--- src/rtl/core/stb_pkg.sv ---
`timescale 1ns / 1ps
// ----------------------------------------------------------------------------
// stb_pkg
// Shared constants, codes and result packing for the timer bank.
// ----------------------------------------------------------------------------
package stb_pkg;

    localparam int DUR_W     = 32;
    localparam int TYPE_W    = 4;
    localparam int OWNER_W   = 16;
    localparam int SLOT_W    = 5;
    localparam int KIND_W    = 2;
    localparam int STATUS_W  = 2;
    localparam int TICK_W    = 32;
    localparam int CUR_W     = 2;
    localparam int MPT_W     = 10;
    localparam int IN_DATA_W = 56;
    localparam int OUT_DATA_W = 96;
    localparam int DIV_CNT_W = 6;
    localparam int HK_W      = 7;

    localparam logic [HK_W-1:0]    HK_LAST    = 7'd99;
    localparam logic [5:0]         BLINK_MASK = 6'd0;
    localparam logic [TYPE_W-1:0]  TYPE_MIN   = 4'd1;
    localparam logic [TYPE_W-1:0]  TYPE_MAX   = 4'd10;
    localparam logic [TYPE_W-1:0]  TYPE_PERIODIC = 4'd2;

    localparam logic [KIND_W-1:0] KIND_EXPIRY  = 2'd0;
    localparam logic [KIND_W-1:0] KIND_SUMMARY = 2'd1;
    localparam logic [KIND_W-1:0] KIND_CREATE  = 2'd2;

    localparam logic [STATUS_W-1:0] ST_OK       = 2'd0;
    localparam logic [STATUS_W-1:0] ST_BAD_TYPE = 2'd1;
    localparam logic [STATUS_W-1:0] ST_FULL     = 2'd2;

    localparam logic [CUR_W-1:0] CUR_NONE  = 2'd0;
    localparam logic [CUR_W-1:0] CUR_ERASE = 2'd1;
    localparam logic [CUR_W-1:0] CUR_DRAW  = 2'd2;

    localparam logic CFG_MS_PER_TICK = 1'b0;
    localparam logic CFG_BLINK_EN    = 1'b1;

    typedef logic [OUT_DATA_W-1:0] t_out_data;

    function automatic t_out_data pack_result(
        input logic [SLOT_W-1:0]   slot,
        input logic [OWNER_W-1:0]  owner,
        input logic [STATUS_W-1:0] status,
        input logic [TICK_W-1:0]   ticks,
        input logic [TICK_W-1:0]   tms,
        input logic                hk,
        input logic [CUR_W-1:0]    cur
    );
        t_out_data d;
        d = '0;
        d[4:0]   = slot;
        d[20:5]  = owner;
        d[22:21] = status;
        d[54:23] = ticks;
        d[86:55] = tms;
        d[87]    = hk;
        d[89:88] = cur;
        return d;
    endfunction

endpackage

--- src/rtl/core/stb_div.sv ---
`timescale 1ns / 1ps
// ----------------------------------------------------------------------------
// stb_div
// Restoring divider, one quotient bit per cycle, for the reload count.
// ----------------------------------------------------------------------------
module stb_div
    import stb_pkg::*;
(
    input  logic               i_clk,
    input  logic               i_rst_n,
    input  logic               i_start,
    input  logic [DUR_W-1:0]   i_dividend,
    input  logic [MPT_W-1:0]   i_divisor,
    output logic               o_done,
    output logic [DUR_W-1:0]   o_quotient
);

    logic [MPT_W:0]     r_rem;
    logic [DUR_W-1:0]   r_quo;
    logic [MPT_W-1:0]   r_dvs;
    logic [DIV_CNT_W-1:0] r_cnt;
    logic               r_done;
    logic [MPT_W:0]     trial;
    logic               fits;

    always_comb begin
        trial = {r_rem[MPT_W-1:0], r_quo[DUR_W-1]};
        fits  = (trial >= {1'b0, r_dvs});
    end

    always_ff @(posedge i_clk) begin
        if (!i_rst_n) begin
            r_cnt  <= '0;
            r_done <= 1'b0;
        end else begin
            r_done <= 1'b0;
            if (i_start) begin
                r_cnt <= DIV_CNT_W'(DUR_W);
            end else if (r_cnt != '0) begin
                r_cnt <= r_cnt - 1'b1;
                if (r_cnt == DIV_CNT_W'(1)) begin
                    r_done <= 1'b1;
                end
            end
        end
    end

    always_ff @(posedge i_clk) begin
        if (i_start) begin
            r_rem <= '0;
            r_quo <= i_dividend;
            r_dvs <= i_divisor;
        end else if (r_cnt != '0) begin
            r_rem <= fits ? (trial - {1'b0, r_dvs}) : trial;
            r_quo <= {r_quo[DUR_W-2:0], fits};
        end
    end

    assign o_done     = r_done;
    assign o_quotient = r_quo;

endmodule

--- src/rtl/core/stb_mem.sv ---
`timescale 1ns / 1ps
// ----------------------------------------------------------------------------
// stb_mem
// Timer entry store: one write port, one read port, registered read data.
// ----------------------------------------------------------------------------
module stb_mem #(
    parameter int DEPTH = 32,
    parameter int AW    = 5,
    parameter int WIDTH = 81
) (
    input  logic             i_clk,
    input  logic             i_we,
    input  logic [AW-1:0]    i_waddr,
    input  logic [WIDTH-1:0] i_wdata,
    input  logic             i_re,
    input  logic [AW-1:0]    i_raddr,
    output logic [WIDTH-1:0] o_rdata
);

    logic [WIDTH-1:0] r_mem [DEPTH];
    logic [WIDTH-1:0] r_rdata;

    always_ff @(posedge i_clk) begin
        if (i_we) begin
            r_mem[i_waddr] <= i_wdata;
        end
    end

    always_ff @(posedge i_clk) begin
        if (i_re) begin
            r_rdata <= r_mem[i_raddr];
        end
    end

    assign o_rdata = r_rdata;

endmodule

--- src/rtl/core/software_timer_bank_tick_top.sv ---
`timescale 1ns / 1ps
// ----------------------------------------------------------------------------
// software_timer_bank_tick_top
// Bank of countdown timers: ticks sweep the entry store, creates allocate.
//
// Channel  Dir  Signals                                  Carries
// s        in   i_s_tvalid o_s_tready i_s_tdata i_s_tuser tick or create command
// m        out  o_m_tvalid i_m_tready o_m_tdata o_m_tuser expiry, summary, create
//                o_m_tlast
// cfg      in   i_cfg_wr_en i_cfg_addr i_cfg_wdata         ms_per_tick, blink enable
//
// A tick sweeps the F allocated slots, one store read per slot pipelined
// with the write-back; a create waits on the 32-step bit-serial divider,
// and a rejected create skips the divider. Output stalls hold either.
// Slots are allocated in order and never freed, so a fill count stands in for
// the in-use flags; reset needs no clearing pass. Reset is synchronous, active low.
// ----------------------------------------------------------------------------
module software_timer_bank_tick_top
    import stb_pkg::*;
#(
    parameter int NUM_TIMERS = 32,
    parameter int COUNT_BITS = 32
) (
    input  logic                  i_clk,
    input  logic                  i_rst_n,
    input  logic                  i_s_tvalid,
    output logic                  o_s_tready,
    input  logic [IN_DATA_W-1:0]  i_s_tdata,   // duration_ms, timer_type, owner_handle
    input  logic                  i_s_tuser,   // cmd
    output logic                  o_m_tvalid,
    input  logic                  i_m_tready,
    output logic [OUT_DATA_W-1:0] o_m_tdata,   // slot, owner, status, ticks_total,
                                               // time_ms, housekeeping_due, cursor_action
    output logic [KIND_W-1:0]     o_m_tuser,   // kind
    output logic                  o_m_tlast,   // last
    input  logic                  i_cfg_wr_en,
    input  logic                  i_cfg_addr,
    input  logic [MPT_W-1:0]      i_cfg_wdata
);

    localparam int IW = (NUM_TIMERS > 1) ? $clog2(NUM_TIMERS) : 1;
    localparam int CW = $clog2(NUM_TIMERS + 1);
    localparam int EW = 1 + 2 * COUNT_BITS + OWNER_W;
    localparam int XW = (IW > SLOT_W) ? IW : SLOT_W;
    localparam logic [63:0] CNT_MAX = (COUNT_BITS == 64) ? '1 :
                                      ((64'd1 << COUNT_BITS) - 64'd1);

    localparam logic [2:0] S_IDLE    = 3'd0;
    localparam logic [2:0] S_SWEEP   = 3'd1;
    localparam logic [2:0] S_SUMMARY = 3'd2;
    localparam logic [2:0] S_DIV     = 3'd3;
    localparam logic [2:0] S_RESULT  = 3'd4;

    logic [2:0]           r_state, n_state;
    logic [MPT_W-1:0]     r_mpt;
    logic                 r_blink;
    logic [TICK_W-1:0]    r_ticks;
    logic [TICK_W-1:0]    r_clock;
    logic [HK_W-1:0]      r_hk_cnt;
    logic                 r_phase;
    logic                 r_hk;
    logic [CUR_W-1:0]     r_cur;
    logic [CW-1:0]        r_fill;
    logic [CW-1:0]        r_rq_cnt;
    logic [IW-1:0]        r_rd_idx;
    logic                 r_rd_vld;
    logic                 r_periodic;
    logic [OWNER_W-1:0]   r_owner;
    logic [STATUS_W-1:0]  r_status;
    logic [IW-1:0]        r_res_idx;
    logic                 r_o_vld;
    t_out_data            r_o_data;
    logic [KIND_W-1:0]    r_o_kind;
    logic                 r_o_last;

    logic                 s_acc;
    logic                 out_free;
    logic [MPT_W-1:0]     tick_len;
    logic [DUR_W-1:0]     in_dur;
    logic [TYPE_W-1:0]    in_type;
    logic [OWNER_W-1:0]   in_owner;
    logic [DUR_W-1:0]     dur_adj;
    logic                 type_ok;
    logic [TICK_W-1:0]    tick_nxt;
    logic [HK_W-1:0]      hk_nxt;
    logic                 blink_hit;

    logic                 div_start;
    logic                 div_done;
    logic [DUR_W-1:0]     div_q;
    logic [63:0]          q_ext;
    logic [63:0]          q_sat;
    logic [COUNT_BITS-1:0] q_cnt;

    logic                 mem_we;
    logic [IW-1:0]        mem_waddr;
    logic [EW-1:0]        mem_wdata;
    logic                 mem_re;
    logic [EW-1:0]        mem_rdata;
    logic                 rd_per;
    logic [COUNT_BITS-1:0] rd_rel;
    logic [COUNT_BITS-1:0] rd_rem;
    logic [OWNER_W-1:0]   rd_own;
    logic                 rd_armed;
    logic                 rd_expire;
    logic [COUNT_BITS-1:0] rem_nxt;
    logic                 sweep_adv;
    logic                 rq_more;
    logic [XW-1:0]        exp_slot_x;
    logic [XW-1:0]        res_slot_x;

    assign in_dur   = i_s_tdata[31:0];
    assign in_type  = i_s_tdata[35:32];
    assign in_owner = i_s_tdata[51:36];

    assign s_acc      = i_s_tvalid && o_s_tready;
    assign o_s_tready = (r_state == S_IDLE);
    assign out_free   = !r_o_vld || i_m_tready;

    always_comb begin
        tick_len  = (r_mpt == '0) ? MPT_W'(1) : r_mpt;
        dur_adj   = (in_dur < DUR_W'(tick_len)) ? DUR_W'(tick_len) : in_dur;
        type_ok   = (in_type >= TYPE_MIN) && (in_type <= TYPE_MAX);
        tick_nxt  = r_ticks + 1'b1;
        hk_nxt    = ((tick_nxt == '0) || (r_hk_cnt == HK_LAST)) ? '0 : r_hk_cnt + 1'b1;
        blink_hit = (tick_nxt[5:0] == BLINK_MASK) && r_blink;
        div_start = s_acc && i_s_tuser && type_ok && (r_fill != CW'(NUM_TIMERS));
        q_ext     = {32'd0, div_q};
        q_sat     = (q_ext > CNT_MAX) ? CNT_MAX : q_ext;
        q_cnt     = q_sat[COUNT_BITS-1:0];
    end

    // sweep entry decode
    always_comb begin
        rd_per    = mem_rdata[EW-1];
        rd_rel    = mem_rdata[EW-2 -: COUNT_BITS];
        rd_rem    = mem_rdata[OWNER_W+COUNT_BITS-1 -: COUNT_BITS];
        rd_own    = mem_rdata[OWNER_W-1:0];
        rd_armed  = r_rd_vld && (rd_rem != '0);
        rd_expire = rd_armed && (rd_rem == COUNT_BITS'(1));
        rem_nxt   = rd_expire ? (rd_per ? rd_rel : '0) : rd_rem - 1'b1;
        sweep_adv = (r_state == S_SWEEP) && (!rd_expire || out_free);
        rq_more   = (r_rq_cnt < r_fill);
        mem_re    = sweep_adv && rq_more;
        exp_slot_x = XW'(r_rd_idx);
        res_slot_x = XW'(r_res_idx);
    end

    always_comb begin
        if (r_state == S_DIV) begin
            mem_we    = div_done;
            mem_waddr = r_fill[IW-1:0];
            mem_wdata = {r_periodic, q_cnt, q_cnt, r_owner};
        end else begin
            mem_we    = sweep_adv && rd_armed;
            mem_waddr = r_rd_idx;
            mem_wdata = {rd_per, rd_rel, rem_nxt, rd_own};
        end
    end

    always_comb begin
        n_state = r_state;
        unique case (r_state)
            S_IDLE: begin
                if (s_acc) begin
                    n_state = !i_s_tuser ? S_SWEEP : (div_start ? S_DIV : S_RESULT);
                end
            end
            S_SWEEP: begin
                if (sweep_adv && !r_rd_vld && !rq_more) begin
                    n_state = S_SUMMARY;
                end
            end
            S_SUMMARY: begin
                if (out_free) begin
                    n_state = S_IDLE;
                end
            end
            S_DIV: begin
                if (div_done) begin
                    n_state = S_RESULT;
                end
            end
            S_RESULT: begin
                if (out_free) begin
                    n_state = S_IDLE;
                end
            end
            default: begin
                n_state = S_IDLE;
            end
        endcase
    end

    // control state
    always_ff @(posedge i_clk) begin
        if (!i_rst_n) begin
            r_state  <= S_IDLE;
            r_mpt    <= MPT_W'(10);
            r_blink  <= 1'b0;
            r_ticks  <= '0;
            r_clock  <= '0;
            r_hk_cnt <= '0;
            r_phase  <= 1'b0;
            r_fill   <= '0;
            r_rq_cnt <= '0;
            r_rd_vld <= 1'b0;
            r_o_vld  <= 1'b0;
        end else begin
            r_state <= n_state;
            if (i_cfg_wr_en) begin
                if (i_cfg_addr == CFG_MS_PER_TICK) begin
                    r_mpt <= i_cfg_wdata;
                end else if (i_cfg_addr == CFG_BLINK_EN) begin
                    r_blink <= i_cfg_wdata[0];
                end
            end
            if (s_acc && !i_s_tuser) begin
                r_ticks  <= tick_nxt;
                r_clock  <= r_clock + TICK_W'(tick_len);
                r_hk_cnt <= hk_nxt;
                if (blink_hit) begin
                    r_phase <= !r_phase;
                end
                r_rq_cnt <= '0;
                r_rd_vld <= 1'b0;
            end
            if (sweep_adv) begin
                r_rd_vld <= rq_more;
                if (rq_more) begin
                    r_rq_cnt <= r_rq_cnt + 1'b1;
                end
            end
            if (r_state == S_DIV && div_done) begin
                r_fill <= r_fill + 1'b1;
            end
            if ((sweep_adv && rd_expire) ||
                ((r_state == S_SUMMARY || r_state == S_RESULT) && out_free)) begin
                r_o_vld <= 1'b1;
            end else if (i_m_tready) begin
                r_o_vld <= 1'b0;
            end
        end
    end

    // payload
    always_ff @(posedge i_clk) begin
        if (s_acc) begin
            r_hk  <= (hk_nxt == '0);
            r_cur <= blink_hit ? (r_phase ? CUR_DRAW : CUR_ERASE) : CUR_NONE;
            r_periodic <= (in_type == TYPE_PERIODIC);
            r_owner    <= in_owner;
            r_res_idx  <= '0;
            r_status   <= !type_ok ? ST_BAD_TYPE :
                          ((r_fill == CW'(NUM_TIMERS)) ? ST_FULL : ST_OK);
        end
        if (r_state == S_DIV && div_done) begin
            r_res_idx <= r_fill[IW-1:0];
        end
        if (sweep_adv && rq_more) begin
            r_rd_idx <= r_rq_cnt[IW-1:0];
        end
        if (sweep_adv && rd_expire) begin
            r_o_kind <= KIND_EXPIRY;
            r_o_last <= 1'b0;
            r_o_data <= pack_result(exp_slot_x[SLOT_W-1:0], rd_own, ST_OK,
                                    '0, '0, 1'b0, CUR_NONE);
        end else if (r_state == S_SUMMARY && out_free) begin
            r_o_kind <= KIND_SUMMARY;
            r_o_last <= 1'b1;
            r_o_data <= pack_result('0, '0, ST_OK, r_ticks, r_clock, r_hk, r_cur);
        end else if (r_state == S_RESULT && out_free) begin
            r_o_kind <= KIND_CREATE;
            r_o_last <= 1'b1;
            r_o_data <= pack_result(res_slot_x[SLOT_W-1:0], '0, r_status,
                                    '0, '0, 1'b0, CUR_NONE);
        end
    end

    stb_div u_div (
        .i_clk      (i_clk),
        .i_rst_n    (i_rst_n),
        .i_start    (div_start),
        .i_dividend (dur_adj),
        .i_divisor  (tick_len),
        .o_done     (div_done),
        .o_quotient (div_q)
    );

    stb_mem #(
        .DEPTH (NUM_TIMERS),
        .AW    (IW),
        .WIDTH (EW)
    ) u_mem (
        .i_clk   (i_clk),
        .i_we    (mem_we),
        .i_waddr (mem_waddr),
        .i_wdata (mem_wdata),
        .i_re    (mem_re),
        .i_raddr (r_rq_cnt[IW-1:0]),
        .o_rdata (mem_rdata)
    );

    assign o_m_tvalid = r_o_vld;
    assign o_m_tdata  = r_o_data;
    assign o_m_tuser  = r_o_kind;
    assign o_m_tlast  = r_o_last;

endmodule
--- config.mk ---
export PLATFORM = sky130hd
export DESIGN_NAME = software_timer_bank_tick_top
export DESIGN_NICKNAME = d
export VERILOG_FILES = /design/src/rtl/core/stb_pkg.sv /design/src/rtl/core/stb_div.sv /design/src/rtl/core/stb_mem.sv /design/src/rtl/core/software_timer_bank_tick_top.sv
export SDC_FILE = /design/constraint.sdc
export NUM_CORES = 2
export LEC_CHECK = 0
export BUFFER_PORTS_ARGS = -buffer_cell sky130_fd_sc_hd__buf_4
export CORE_MARGIN = 8
export CORE_UTILIZATION = 60
export CTS_CLUSTER_SIZE = 8
export DETAILED_ROUTE_END_ITERATION = 10
export PLACE_DENSITY = 0.76
export SLEW_MARGIN = 20
export SYNTH_ARGS = -nofsm -noshare
export SYNTH_HDL_FRONTEND = slang
export SYNTH_SLANG_ARGS = --single-unit
--- constraint.sdc ---
create_clock -name i_clk -period 11.2 [get_ports i_clk]
set_input_delay 0.56 -clock i_clk [delete_from_list [all_inputs] [get_ports i_clk]]
set_output_delay 0.56 -clock i_clk [all_outputs]
set_load 0.02 [all_outputs]
# Word-level counts from Yosys, hierarchy flattened
# Memory sizes are Yosys's and may differ from the RTL's. A register that Yosys moved wholly into a read port is not among the register bits.
# Cells that the tools add are included.
totals:
  mem_bits_rw: 2592
  inputBits: 73
  reg_bits: 284
  mem_count: 1
mem_list:
  columns: ["memory", "words", "width", "read_ports", "rd_ports_with_merged_regs", "write_ports", "line_no", "source"]
  rows:
  - ["u_mem.r_mem", 32, 81, 1, 1, 1, "stb_mem.sv:20", "logic [WIDTH-1:0] r_mem [DEPTH];"]
op_classes:
  n_addsub: 8
  reduce_logical: 51
  eq_ne: 14
  order_cmp: 5
  n_mux: 41
  bitwise: 3
ops:
  columns: ["op", "count"]
  rows:
  - ["$mux 90", 2]
  - ["$mux 32", 5]
  - ["$mux 81", 1]
  - ["$add 32x1->32 const B", 1]
  - ["$add 32x10->32", 1]
  - ["$eq 32x1->1 const B", 1]
  - ["$logic_not 32->1", 1]
  - ["$lt 32x10->1", 1]
  - ["$reduce_bool 32->1", 1]
  - ["$sub 32x1->32 const B", 1]
  - ["$mux 6", 5]
  - ["$mux 21", 1]
  - ["$mux 10", 2]
  - ["$logic_and 1x1->1", 19]
  - ["$mux 3", 6]
  - ["$mux 5", 3]
  - ["$add 6x1->6 const B", 2]
  - ["$mux 1", 12]
  - ["$pmux 3 s4", 1]
  - ["$ge 11x10->1", 1]
  - ["$logic_not 10->1", 1]
  - ["$reduce_bool 2->1", 5]
  - ["$sub 10x10->10", 1]
  - ["$ne 2x1->1 const B", 4]
  - ["27 further kinds", 44]

# Longest topological paths before layout
logic_depth:
  word_depth: 10
  ltp_mapped: 14

# Cells and area by module
# A second synthesis with hierarchy kept.
hier_totals:
  hier_cells: 6397
  hier_area_um2: 115837.3
modules_own_cells:
  columns: ["module", "instances", "cells_per_inst", "area_each_um2"]
  rows:
  - ["stb_mem", 1, 4732, 100935.6]
  - ["software_timer_bank_tick_top", 1, 1426, 11952.7]
  - ["stb_div", 1, 239, 2949.1]

# Worst setup path after synthesis
# OpenSTA, ideal clock, no wires.
synth_path:
  kind: "flip-flop to flip-flop"
  startpoint: "register u_mem.r_rdata[16], in the netlist u_mem.o_rdata[16] (read register of u_mem.r_mem)"
  endpoint: "memory u_mem.r_mem[12][0] (enable)"
  required_ns: 10.679
  synth_period_minus_slack_ns: 5.688
  path_slack_ns: 5.512
  arrival_ns: 5.167
  setup_ns: 0.521
  stages_incl_launch_ff: 10
  path_cell_list: "edfxtp_1 inv_1 ha_1 nand2_1 or3_1 clkbuf_1 a21oi_1 o32ai_1 o21ai_0 nor2_1"
synth_between:
  elab_chain_cells: 10
  elab_cells_between_ends: 11
synth_rtl:
  columns: ["element", "line_no", "source"]
  rows:
  - ["start, declared", "stb_mem.sv:21", "logic [WIDTH-1:0] r_rdata;"]
  - ["$reduce_bool 32->1", "software_timer_bank_tick_top.sv:139", "rd_armed = r_rd_vld && (rd_rem != '0);"]
  - ["$logic_and 1x1->1", "software_timer_bank_tick_top.sv:139", null]
  - ["$logic_and 1x1->1", "software_timer_bank_tick_top.sv:140", "rd_expire = rd_armed && (rd_rem == COUNT_BITS'(1));"]
  - ["$logic_not 1->1", "software_timer_bank_tick_top.sv:142", "sweep_adv = (r_state == S_SWEEP) && (!rd_expire || out_free);"]
  - ["$logic_or 1x1->1", "software_timer_bank_tick_top.sv:142", null]
  - ["$logic_and 1x1->1", "software_timer_bank_tick_top.sv:142", null]
  - ["$logic_and 1x1->1 (*)", "software_timer_bank_tick_top.sv:155", "mem_we = sweep_adv && rd_armed;"]
  - ["$mux 1 (*)", "software_timer_bank_tick_top.sv:150", "if (r_state == S_DIV) begin"]
  - ["$mux 1 (*)", "stb_mem.sv:24", "if (i_we) begin"]
  - ["$mux 1 (implied by the code) (*)", "stb_mem.sv:25", "r_mem[i_waddr] <= i_wdata;"]
  - ["end, declared", "stb_mem.sv:20", null]
# Every way passes the cells marked *; elsewhere a longest branch is shown, timed or not.

# Worst setup path after layout
layout_path:
  startpoint: "register r_state[0]"
  endpoint: "memory u_mem.r_mem[3][24] (enable)"
layout_between:
  elab_chain_cells: 6
  elab_cells_between_ends: 8
layout_rtl:
  columns: ["element", "line_no", "source"]
  rows:
  - ["start, declared", "software_timer_bank_tick_top.sv:54", "logic [2:0] r_state, n_state;"]
  - ["start signal, assigned", "software_timer_bank_tick_top.sv:210", "r_state <= n_state;"]
  - ["$eq 3x1->1", "software_timer_bank_tick_top.sv:142", null]
  - ["$logic_and 1x1->1", "software_timer_bank_tick_top.sv:142", null]
  - ["$logic_and 1x1->1", "software_timer_bank_tick_top.sv:155", null]
  - ["$mux 1", "software_timer_bank_tick_top.sv:150", null]
  - ["$mux 1", "stb_mem.sv:24", null]
  - ["$mux 1 (implied by the code)", "stb_mem.sv:25", null]
# Several ways; a longest one is shown, not always the timed one.

==> impl_results.md <==
* Count of pins on the block boundary at between 150 and 200
* Transition at the pin with the smallest max-transition slack at 1.23 ns
* Leading cell type by number of instances after synthesis: sky130_fd_sc_hd__edfxtp_1
* Routed Wire Length at 305000 um
* Total GRT Usage at 29.3%
* Remaining Overflow, GRT at 0
* Ranking of synthesized cells by instance count: sky130_fd_sc_hd__edfxtp_1, sky130_fd_sc_hd__mux4_2, sky130_fd_sc_hd__nand2_1, sky130_fd_sc_hd__clkbuf_1, sky130_fd_sc_hd__dfxtp_1
* Synth async-reset ratio at 0%
* Final nets at 6087
* Core outline area at 192000 um2
* Netlist area before placement at 115000 um2
* Number of buffers and inverters on the critical path at 3
* Number of antenna violations at the first check in global routing at 12
* Netlist cell types at 80
* Synth top area share at approximately 72%
* Weighted congestion at the end of routability-driven global placement at 0.838
* Delay of the slowest cell on the worst path at 0.98 ns
* Number of cells produced by synthesis at ~5.5k
* Post-CTS resize count at 0
* Synth top area cells: sky130_fd_sc_hd__edfxtp_1, sky130_fd_sc_hd__mux4_2, sky130_fd_sc_hd__dfxtp_1, sky130_fd_sc_hd__nand2_1, sky130_fd_sc_hd__mux2_2
* Min-delay worst type: input pin to flop
* Total of flip-flops plus latches after synthesis at 2957
* Growth of design area from synthesis to finish at 14.3%
* Library cell occupying the most area in the post-synthesis netlist: sky130_fd_sc_hd__edfxtp_1
* Clock Latency Late Sink at 1.00 ns
* Clock root cell: sky130_fd_sc_hd__clkbuf_16
* Maximum frequency from static timing analysis at 170 MHz
* Smallest hold slack at about 0.05 ns
* Leakage Power at 41.4 nW
* Largest clock skew in the final design at approximately 0.11 ns
* Initial Util at 60.1%
* Max Transition Viols Final at 0
* Number of nets with antenna violations after detailed routing at 0
* Tcrit/Tclk final at 52.6%
* Outcome: finished clean
* Crit-path leading delay family: buffers and inverters
* Std cell rows at 161
* Fin util at 68.7%
* IO buf count at 163
* Startpoint class of the critical path: flop
* Routed vias/inst at roughly 7.1
* List of cells traversed by the critical path: nor2b_1, and2_4, buf_4, nand2_1, o31ai_1, nand2b_1, nor2_4, buf_4, buf_4
* Most used cell along the critical path: sky130_fd_sc_hd__buf_4
* First-iteration detailed-routing DRC count at 9192
* Number of levels the H-tree was split into at 5
* Mean Syn Cell Area at 21.0 um2
* Seq/Total Area, Yosys at 75.4%
* Worst setup path startpoint: r_state[0]
* WP data required at 11.77 ns
* Fraction of layout instances using a drive strength above 1 at 28.5%
* Areal power density over the cells at 191 nW/um2
* Hold Vio Cnt, Final at 0
* Clock-pin slew of the registers on the worst-case setup and hold paths at roughly 0.05 ns
* Final setup TNS at 0 ns
* Detailed-route wire length per cell at approximately 36 um
* Beginning of the worst hold path: i_s_tdata[0]
* Setup repair after global routing missed its margin: no
* Min cycle time layout at around 6 ns
* Setup CP Type: flop to flop
* Worst Reg-to-Reg Cells at 9
* Crit path arrival time at 6.46 ns
* First-pass detailed-route iteration total at 7
* Total via count after detailed routing at between 60k and 70k
* Endpoint of the most critical register-to-register path: u_mem.r_mem[3][24]
* Die width at 454 um
* CP Capture Type: flop
* Max Cap Violations at 0
* Clock tree from TritonCTS: built
* Wire length of the first global-routing pass at 433000 um
* Number of warnings printed during yosys synthesis at 0
* Flop-to-flop setup slack at 5.31 ns
* Most used DFF post-synth: sky130_fd_sc_hd__edfxtp_1
* Cell at the slowest stage of the critical path: sky130_fd_sc_hd__buf_4
* Critical Path Stages at 9
* Remaining design rule violation count at 0
* Final setup violation count at 0
* Cts bufs inserted at 419
* CTS max path bufs at 4
* Critical path peak fanout at 52
* DPL Wire Length at between 100000 and 150000 um
* Die Ht at 454 um
* Worst setup endpoint: u_mem.r_mem[3][24]
* Number of global-route vias before repair at 60.8k
* EDFF count, synth at 2768
* Startpoint of the most critical register-to-register path: r_state[0]
* Die Outline Area at 207000 um2
* Pin count of the biggest net entering global routing at ~150
* Relative slew margins at between 15 and 20%
* Worst IR Drop VDD at 0.163 mV
* Clk sinks at between 2k and 3k
==> per-stage QoR <==
stage | area (um2) | setup WS [ns] | std cells | total power, mW
5_1_grt | 132000 | 5.26 | 8573 | 25.8
6_report | 132000 | 5.31 | 8574 | 25.2
4_1_cts | 132000 | 5.34 | 8567 | 25.3
2_1_floorplan | 115000 | 5.51 | 5500 | 13.8
3_5_place_dp | 120000 | 5.39 | 8014 | 14.3
3_3_place_gp | 120000 | 5.44 | 8009 | 14.3
==> cell families (layout without fill, tap and decap cells) <==
| logic type | count (synthesis) | in the layout | synth area share, % |
|---|---|---|---|
| compound gates | 325 | 325 | 2.02 |
| xor+xnor | 105 | 105 | 0.797 |
| fa+ha+maj | 45 | 45 | 0.501 |
| buf+inv | 361 | 904 | 1.25 |
| flops | 2957 | 2957 | 75.4 |
| mux | 915 | 915 | 16.8 |
| other cells | 1 | 11 | 0.00325 |
| simple gates | 786 | 786 | 3.26 |
==> registers in the layout, summed over array words and instances (netlist names), 2 cells and up <==
| register | count |
|---|---|
| r_state | 3 |
| r_hk_cnt | 7 |
| u_mem.r_mem | 2592 |
| u_div.r_cnt | 6 |
| r_mpt | 10 |
| r_cur | 2 |
| r_ticks | 32 |
| o_m_tuser | 2 |
| u_div.r_rem | 10 |
| u_div.r_dvs | 10 |
| u_div.o_quotient | 32 |
| u_mem.o_rdata | 81 |
| r_rq_cnt | 6 |
| r_status | 2 |
| r_res_idx | 5 |
| r_clock | 32 |
| r_fill | 6 |
| r_owner | 16 |
| o_m_tdata | 90 |
| exp_slot_x | 5 |
==> repair_timing <==
action,in CTS,in global routing
hold buffers,58,0
buffers inserted,0,0
endpoints found under the hold margin,63,0
==> area by class of cell <==
class	count	area [um2]
antenna	5	12.5
clock inverter	6	70.1
sequential	2957	86900
multi-input combinational	2182	27500
timing repair buffer	353	3030
tap	2526	3160
fill	11100	60000
clock buffer	489	10900
inverter	56	210
==> layout by cell type, fill, tap and decap left out, types with 20 or more instances in the layout <==
cell type,n
sky130_fd_sc_hd__dlygate4sd3_1,58
sky130_fd_sc_hd__nor2_4,33
sky130_fd_sc_hd__mux4_2,810
sky130_fd_sc_hd__mux2i_1,20
sky130_fd_sc_hd__dfxtp_1,184
sky130_fd_sc_hd__and2_1,73
sky130_fd_sc_hd__buf_4,277
sky130_fd_sc_hd__nor3_1,37
sky130_fd_sc_hd__a22o_1,72
sky130_fd_sc_hd__mux2_2,85
sky130_fd_sc_hd__o21ai_0,36
sky130_fd_sc_hd__edfxtp_1,2768
sky130_fd_sc_hd__clkbuf_1,62
sky130_fd_sc_hd__nand2_1,342
sky130_fd_sc_hd__a21boi_0,22
sky130_fd_sc_hd__ha_1,43
sky130_fd_sc_hd__a21oi_1,53
sky130_fd_sc_hd__clkbuf_16,427
sky130_fd_sc_hd__nor2_1,94
sky130_fd_sc_hd__nand4_1,24
sky130_fd_sc_hd__xnor2_1,71
sky130_fd_sc_hd__xor2_1,34
sky130_fd_sc_hd__nand3_1,55
sky130_fd_sc_hd__inv_1,53
==> worst min-delay path by stage <==
stage	to	cells after the start
final	u_div.o_quotient[0]	3
after global routing	u_div.o_quotient[9]	3
after CTS	u_div.o_quotient[9]	3
after detailed placement	o_m_tdata[88]	1
after global placement	u_div.r_rem[9]	1
after floorplan	u_div.r_rem[9]	1
==> worst reg2reg max path: stages, from the launching register on <==
cell and delay [ns]:
sky130_fd_sc_hd__dfxtp_1 0.52, sky130_fd_sc_hd__nor2b_1 0.45, sky130_fd_sc_hd__and2_4 0.47, sky130_fd_sc_hd__buf_4 0.86
sky130_fd_sc_hd__nand2_1 0.19, sky130_fd_sc_hd__o31ai_1 0.14, sky130_fd_sc_hd__nand2b_1 0.31, sky130_fd_sc_hd__nor2_4 0.84
sky130_fd_sc_hd__buf_4 1.00, sky130_fd_sc_hd__buf_4 0.71
==> power by group <==
part	leakage [nW]	switching [mW]	internal, mW	total (mW)
registers	26.5	0.206	12.6	12.8
clock network	5.37	4.32	6.69	11.0
logic	9.52	1.04	0.379	1.41
==> per-layer routing <==
| layer | wire length, um | GRT usage (%) | vias up | part of all wire [%] |
|---|---|---|---|---|
| li1 | - | - | 23500 | - |
| met1 | 108000 | 40.3 | 31400 | 35 |
| met3 | 38700 | 6.96 | 849 | 13 |
| met4 | 13700 | 11.9 | 6 | 4.5 |
| met2 | 145000 | 46.1 | 4853 | 47 |
| met5 | 40 | 0 | - | 0.013 |
(Power assumes the default switching activity.)
